$ cat config.mk
export PLATFORM = sky130hd
export DESIGN_NAME = wtci_eval_flat
export DESIGN_NICKNAME = d
export VERILOG_FILES = /design/src/hw/rtl/wtci_pkg.sv /design/src/hw/rtl/wtci_rsp_if.sv /design/src/hw/rtl/wtci_eval.sv /design/src/flat_wrapper.sv
export SDC_FILE = /design/constraint.sdc
export NUM_CORES = 2
export LEC_CHECK = 0
export ABC_AREA = 1
export ABC_CLOCK_PERIOD_IN_PS = 13300
export BUFFER_PORTS_ARGS = -buffer_cell sky130_fd_sc_hd__buf_4
export CORE_UTILIZATION = 35
export CTS_CLUSTER_SIZE = 20
export DETAILED_ROUTE_END_ITERATION = 6
export GPL_ROUTABILITY_DRIVEN = 0
export PLACE_DENSITY_LB_ADDON = 0.2
export SETUP_SLACK_MARGIN = 0.02
export SLEW_MARGIN = 40
export SYNTH_ARGS = -nofsm -noshare
export SYNTH_HDL_FRONTEND = slang
export SYNTH_SLANG_ARGS = --single-unit
$ cat constraint.sdc
create_clock -name clk_i -period 13.3 [get_ports clk_i]
set_input_delay 0.665 -clock clk_i [delete_from_list [all_inputs] [get_ports clk_i]]
set_output_delay 0.665 -clock clk_i [all_outputs]
set_load 0.01 [all_outputs]
$ cat src/hw/rtl/wtci_pkg.sv
`timescale 1ns / 1ps
// wtci_pkg: constants, payload types and func codes of the wavetable cubic lookup
// depends on nothing; imported by the channel interfaces, wtci_fetch, wtci_eval and the top

package wtci_pkg;

  // table geometry (depth is a power of two)
  localparam int unsigned TABLE_DEPTH = 1024;
  localparam int unsigned ADDR_W      = $clog2(TABLE_DEPTH);
  localparam int unsigned N_BANKS     = 4;
  localparam int unsigned BANK_SEL_W  = $clog2(N_BANKS);
  localparam int unsigned BANK_DEPTH  = TABLE_DEPTH / N_BANKS;

  // payload widths
  localparam int unsigned SAMPLE_W    = 24;
  localparam int unsigned PHASE_W     = 32;
  localparam int unsigned ENTRY_IDX_W = 10;
  localparam int unsigned CFG_W       = 4;
  localparam int unsigned KSH_W       = $clog2(PHASE_W) + 1;

  // interpolation fraction and datapath widths
  localparam int unsigned FRAC_BITS   = 16;
  localparam int unsigned ACC_W       = 30;
  localparam int unsigned PROD_W      = ACC_W + FRAC_BITS + 1;

  // table length limits, log2
  localparam int unsigned L_MIN       = 2;
  localparam int unsigned L_MAX       = ADDR_W;
  localparam int unsigned CFG_RESET   = 10;

  // func codes
  localparam logic FUNC_WRITE  = 1'b0;
  localparam logic FUNC_LOOKUP = 1'b1;

  typedef logic signed [SAMPLE_W-1:0] sample_t;
  typedef logic signed [ACC_W-1:0]    acc_t;
  typedef logic signed [PROD_W-1:0]   prod_t;
  typedef logic signed [ACC_W:0]      wide_t;

  // rounding constant and output saturation limits
  localparam prod_t RND_HALF = PROD_W'(1 << (FRAC_BITS - 1));
  localparam wide_t SAT_MAX  = (ACC_W+1)'((2 ** (SAMPLE_W - 1)) - 1);
  localparam wide_t SAT_MIN  = (ACC_W+1)'(-(2 ** (SAMPLE_W - 1)));

  // four fetched taps in bank order, plus what the evaluator needs to sort them
  typedef struct packed {
    logic [N_BANKS-1:0][SAMPLE_W-1:0] tap;
    logic [BANK_SEL_W-1:0]            klo;
    logic [FRAC_BITS-1:0]             frac;
    logic                             block_end;
  } tap_set_t;

endpackage

$ cat src/hw/rtl/wtci_rsp_if.sv
`timescale 1ns / 1ps
// wtci_rsp_if: result channel of the wavetable lookup, valid/ready plus result fields
// depends on wtci_pkg

interface wtci_rsp_if;
  import wtci_pkg::*;

  logic                       valid;
  logic                       ready;
  logic signed [SAMPLE_W-1:0] sample_out;
  logic                       block_end_out;

  modport source (output valid, sample_out, block_end_out, input ready);
  modport sink   (input valid, sample_out, block_end_out, output ready);
endinterface

$ cat src/hw/rtl/wtci_eval.sv
`timescale 1ns / 1ps
// wtci_eval: coefficient stage, three Horner steps and rounding/saturation
// depends on wtci_pkg and wtci_rsp_if; takes tap sets from wtci_fetch

module wtci_eval (
  input  logic               clk_i,
  input  logic               rst_ni,
  input  logic               tap_valid_i,
  output logic               tap_ready_o,
  input  wtci_pkg::tap_set_t taps_i,
  wtci_rsp_if.source         rsp_o
);
  import wtci_pkg::*;

  function automatic acc_t sx(input logic [SAMPLE_W-1:0] s);
    return {{(ACC_W-SAMPLE_W){s[SAMPLE_W-1]}}, s};
  endfunction

  function automatic prod_t mul_frac(input acc_t a, input logic [FRAC_BITS-1:0] p);
    return a * $signed({1'b0, p});
  endfunction

  // floor((prod + half) / 2^FRAC_BITS) + d
  function automatic acc_t round_add(input prod_t prod, input acc_t d);
    prod_t t;
    t = (prod + RND_HALF) >>> FRAC_BITS;
    return acc_t'(ACC_W'(t)) + d;
  endfunction

  logic v2_q, v3_q, v4_q, v5_q, v6_q;
  logic en2, en3, en4, en5, en6;

  acc_t d0_d, d1_d, d2_d, d3_d;
  acc_t d0_q, d1_q, d2_q, d3_q;
  acc_t d0_3q, d1_3q, d2_3q;
  acc_t d0_4q, d1_4q;
  acc_t d0_5q;
  logic [FRAC_BITS-1:0] p2_q, p3_q, p4_q;
  logic be2_q, be3_q, be4_q, be5_q, be6_q;
  prod_t prod3_q, prod2_q, prod1_q;
  acc_t acc1, acc2, acc3;
  wide_t ysum, yval;
  sample_t y_d, y_q;

  // stage enables, each stage moves when empty or its successor moves
  assign en6         = !v6_q || rsp_o.ready;
  assign en5         = !v5_q || en6;
  assign en4         = !v4_q || en5;
  assign en3         = !v3_q || en4;
  assign en2         = !v2_q || en3;
  assign tap_ready_o = en2;

  always_ff @(posedge clk_i or negedge rst_ni) begin
    if (!rst_ni) begin
      v2_q <= 1'b0;
      v3_q <= 1'b0;
      v4_q <= 1'b0;
      v5_q <= 1'b0;
      v6_q <= 1'b0;
    end else begin
      if (en2) v2_q <= tap_valid_i;
      if (en3) v3_q <= v2_q;
      if (en4) v4_q <= v3_q;
      if (en5) v5_q <= v4_q;
      if (en6) v6_q <= v5_q;
    end
  end

  // sort the banked taps into k-1..k+2 and form the doubled coefficients
  always_comb begin
    logic [BANK_SEL_W-1:0] sel;
    acc_t a [N_BANKS];
    acc_t dif;
    for (int j = 0; j < N_BANKS; j++) begin
      sel  = taps_i.klo + BANK_SEL_W'(j) - BANK_SEL_W'(1);
      a[j] = sx(taps_i.tap[sel]);
    end
    dif  = a[1] - a[2];
    d0_d = a[1] <<< 1;
    d1_d = a[2] - a[0];
    d2_d = (a[0] <<< 1) - ((a[1] <<< 2) + a[1]) + (a[2] <<< 2) - a[3];
    d3_d = a[3] - a[0] + (dif <<< 1) + dif;
  end

  // stage 2: coefficients
  always_ff @(posedge clk_i) begin
    if (en2) begin
      d0_q  <= d0_d;
      d1_q  <= d1_d;
      d2_q  <= d2_d;
      d3_q  <= d3_d;
      p2_q  <= taps_i.frac;
      be2_q <= taps_i.block_end;
    end
  end

  // stage 3: leading product
  always_ff @(posedge clk_i) begin
    if (en3) begin
      prod3_q <= mul_frac(d3_q, p2_q);
      d0_3q   <= d0_q;
      d1_3q   <= d1_q;
      d2_3q   <= d2_q;
      p3_q    <= p2_q;
      be3_q   <= be2_q;
    end
  end

  // stage 4: first Horner step and next product
  assign acc1 = round_add(prod3_q, d2_3q);

  always_ff @(posedge clk_i) begin
    if (en4) begin
      prod2_q <= mul_frac(acc1, p3_q);
      d0_4q   <= d0_3q;
      d1_4q   <= d1_3q;
      p4_q    <= p3_q;
      be4_q   <= be3_q;
    end
  end

  // stage 5: second Horner step and last product
  assign acc2 = round_add(prod2_q, d1_4q);

  always_ff @(posedge clk_i) begin
    if (en5) begin
      prod1_q <= mul_frac(acc2, p4_q);
      d0_5q   <= d0_4q;
      be5_q   <= be4_q;
    end
  end

  // stage 6: last step, halve with rounding, saturate
  assign acc3 = round_add(prod1_q, d0_5q);
  assign ysum = wide_t'((ACC_W+1)'(acc3)) + wide_t'(1);
  assign yval = ysum >>> 1;

  always_comb begin
    if (yval > SAT_MAX) begin
      y_d = sample_t'(SAT_MAX[SAMPLE_W-1:0]);
    end else if (yval < SAT_MIN) begin
      y_d = sample_t'(SAT_MIN[SAMPLE_W-1:0]);
    end else begin
      y_d = sample_t'(yval[SAMPLE_W-1:0]);
    end
  end

  always_ff @(posedge clk_i) begin
    if (en6) begin
      y_q   <= y_d;
      be6_q <= be5_q;
    end
  end

  assign rsp_o.valid         = v6_q;
  assign rsp_o.sample_out    = y_q;
  assign rsp_o.block_end_out = be6_q;

  // a stalled product stage keeps its item
  a_prod_holds: assert property (@(posedge clk_i) disable iff (!rst_ni)
    (v3_q && !en4) |=> (v3_q && $stable(prod3_q)))
    else $error("stage 3 item lost during stall");

  // an item leaving the last Horner stage reaches the output register
  a_reaches_out: assert property (@(posedge clk_i) disable iff (!rst_ni)
    (v5_q && en6) |=> v6_q)
    else $error("item dropped before output register");

endmodule

$ cat src/flat_wrapper.sv
// flat-port wrapper written by rule: the top's interface ports become plain ports
module wtci_eval_flat import wtci_pkg::*;
  (clk_i, rst_ni, tap_valid_i, tap_ready_o, taps_i, rsp_o_valid, rsp_o_sample_out, rsp_o_block_end_out, rsp_o_ready);
  wtci_rsp_if rsp_o_i ();
  input  logic clk_i;
  input  logic rst_ni;
  input  logic tap_valid_i;
  output logic tap_ready_o;
  input  wtci_pkg::tap_set_t taps_i;
  output wire logic [$bits(rsp_o_i.valid)-1:0] rsp_o_valid;
  output wire logic [$bits(rsp_o_i.sample_out)-1:0] rsp_o_sample_out;
  output wire logic [$bits(rsp_o_i.block_end_out)-1:0] rsp_o_block_end_out;
  input wire logic [$bits(rsp_o_i.ready)-1:0] rsp_o_ready;
  assign rsp_o_valid = rsp_o_i.valid;
  assign rsp_o_sample_out = rsp_o_i.sample_out;
  assign rsp_o_block_end_out = rsp_o_i.block_end_out;
  assign rsp_o_i.ready = rsp_o_ready;
  wtci_eval u_core (.clk_i(clk_i), .rst_ni(rst_ni), .tap_valid_i(tap_valid_i), .tap_ready_o(tap_ready_o), .taps_i(taps_i), .rsp_o(rsp_o_i));
endmodule
==> metrics.txt <==
Area growth syn-to-layout 8.46%; layout cells sized above 1 5.10%; Post-Syn Area 0.0833 mm^2; met1 demand-to-capacity share in global routing 26.6%; Register-to-Register Path Depth 41; Resize count post-CTS 0; vias in the first global route 70113; reg-to-reg slack, setup 2.77 ns; status completed; total congestion overflow 0; Worst Skew 0.0630 ns; final clock period utilization by the worst path 79.2%; Final Util 38.3%; Distinct cells, synth 63; DRC viols 0; H-tree levels 2; initial antenna violation count 11; IO Count 146; Synth Flop Type edfxtp_1; post-DR wirelength/cell 19.6 um; vias 66126; syn avg cell area 8.12 um^2; CP endpoint kind flip-flop; Hold EP u_core.p2_q[14]; Initial Utilization 35.3%; RSZ-0062 raised after global routing no; Hold Crit Class in -> reg; Yosys reg bits 436; first-pass GRT wire length 407000 um; number of synthesized flops with an enable pin 431; hold path cells 1; Seq/Total Area, Yosys 15.7%; Slew @ Worst Pin 0.960 ns; Hold Fails Final Rpt 0; Reg-to-Reg End u_core.prod2_q[41]; CP startpoint kind flip-flop; Worst EP required 13.77 ns; clock slew at reported path FFs 0.08 ns; DRT iter0 DRCs 3759; Syn Nets 12394; Ys Warns 0; Vias/cell 4.90; clk root buf clkbuf_16; final setup fails 0; Crit. Startpoint u_core.prod3_q[15]; DRT antenna net count 0; fin crit period 10.53 ns; f_max 94.9 MHz; CP max-delay cell fa_1; Clk Latency, worst-skew pair 0.74 ns; Worst Hold Launch taps_i[15]; core box area 0.236 mm^2; largest net degree at the start of global routing 84; maximum clock path buffer count 3; Nets 12435; M2 GR Usage 40.1%; GRT busiest layer met2; Die Width 490 um; critical path arrival 11.01 ns; # port buffers 145; GRT Util Overall 22.3%; DRT Pass-1 Iters 6; critical setup path kind reg -> reg; most used cell, CP nand2_1; ys async rst share 1.15%; Cells after Synth 10256; cts bufs inserted 56; setup tns final 0 ns; met3 usage 2.15%; max-cap violations 0; reg-to-reg startpoint u_core.prod3_q[15]; WL final 264000 um; Die Ht 490 um; Critical Path Max Stage Delay 0.87 ns; Rows 178; CP Max Fanout 14; Clock Sinks 436; Slew HR 36.0%; die footprint 0.240 mm^2; max-slew violations 0; HPWL Detailed 223000 um; CTS tree done
## worst max-delay path, delay by kind of cell (launching register included)
family | cells | cell delay, ns
AO/OA/AOI/OAI | 3 | 0.70
XOR/XNOR | 2 | 0.29
buffers and inverters | 7 | 0.65
flip-flops | 1 | 0.36
AND/OR/NAND/NOR | 20 | 3.93
adder cells (fa/ha/maj) | 9 | 4.39
## cell usage in the layout, fill, tap and decap left out, drive strengths merged, types with 153 or more instances in the layout
cell / synthesis / layout
inv: 2685 / 2694
nand2: 2104 / 2104
fa: 1432 / 1432
nor2: 849 / 849
ha: 587 / 587
edfxtp: 431 / 431
a21oi: 430 / 430
o21ai: 366 / 366
buf: 26 / 272
xor2: 261 / 261
nand3: 160 / 160
xnor2: 153 / 153
## how the worst max path moves through the flow
stage	slack (ns)	depth (start not counted)	to
after floorplan	4.68	42	u_core.prod2_q[45]
after global placement	3.20	39	u_core.prod1_q[40]
after detailed placement	2.90	41	u_core.prod2_q[41]
after CTS	2.93	41	u_core.prod2_q[41]
after global routing	1.91	41	u_core.prod2_q[41]
final	2.77	41	u_core.prod2_q[41]
## synthesized netlist by cell type (69+ instances only)
| cell type | number | area share, % |
|---|---|---|
| ha_1 | 587 | 8.8 |
| or2_2 | 70 | 0.53 |
| nand2_1 | 2082 | 9.4 |
| fa_1 | 1432 | 34 |
| a21oi_1 | 429 | 2.6 |
| edfxtp_1 | 431 | 16 |
| inv_1 | 2676 | 12 |
| o21ai_0 | 357 | 2.1 |
| xnor2_1 | 153 | 1.6 |
| clkbuf_1 | 265 | 1.2 |
| nor2_1 | 828 | 3.7 |
| nand3_1 | 153 | 0.92 |
| xor2_1 | 261 | 2.7 |
| nor3_1 | 69 | 0.41 |
| nand4_1 | 72 | 0.54 |
## stage by stage
step | area [um^2] | hold slack (ns) | setup slack [ns] | instances
2_1_floorplan | 83300 | 0.369 | 4.68 | 10256
3_3_place_gp | 88100 | 0.401 | 3.20 | 13373
3_5_place_dp | 88400 | 0.405 | 2.90 | 13386
4_1_cts | 90300 | 0.0331 | 2.93 | 13491
5_1_grt | 90400 | 0.0656 | 1.91 | 13493
6_report | 90400 | 0.108 | 2.77 | 13494
## cell type report
type | instances | area (um^2)
Fill cell | 24219 | 145000
Timing Repair Buffer | 274 | 2140
Multi-Input combinational cell | 6828 | 59100
Clock buffer | 63 | 1430
Inverter | 2701 | 10100
Tap cell | 3150 | 3940
Antenna cell | 1 | 2.50
Sequential cell | 436 | 13100
Clock inverter | 41 | 505
## state kept, by name, summed over array words and instances (netlist names), 16 cells and up
register / flops
u_core.p4_q: 16
u_core.d3_q: 30
u_core.p2_q: 16
u_core.prod3_q: 31
u_core.d1_4q: 25
u_core.d1_3q: 25
u_core.d0_4q: 24
u_core.d0_3q: 24
u_core.rsp_o.sample_out: 24
u_core.d2_3q: 30
u_core.prod2_q: 31
u_core.d0_5q: 24
u_core.d2_q: 30
u_core.d0_q: 24
u_core.p3_q: 16
u_core.prod1_q: 31
u_core.d1_q: 25
## per-layer routing
metal | up-vias | routed length, um
met3 | 530 | 11800
met1 | 32966 | 105000
li1 | 30729 | -
met2 | 1893 | 132000
met4 | 8 | 14500
met5 | - | 53
## kinds of logic after synthesis
| family | share of synthesized area [%] |
|---|---|
| AND/OR/NAND/NOR | 16.4 |
| buffers and inverters | 13.5 |
| adder cells (fa/ha/maj) | 43.2 |
| AO/OA/AOI/OAI | 6.79 |
| flip-flops | 15.7 |
| XOR/XNOR | 4.35 |
## timing repair
item,in CTS,in global routing
buffers inserted,0,0
hold endpoints to repair,5,0
hold buffers,1,0
Power is left out: the tool's default activity adds up to more than one toggle a clock period on the data nets, which glitch-free logic cannot reach.
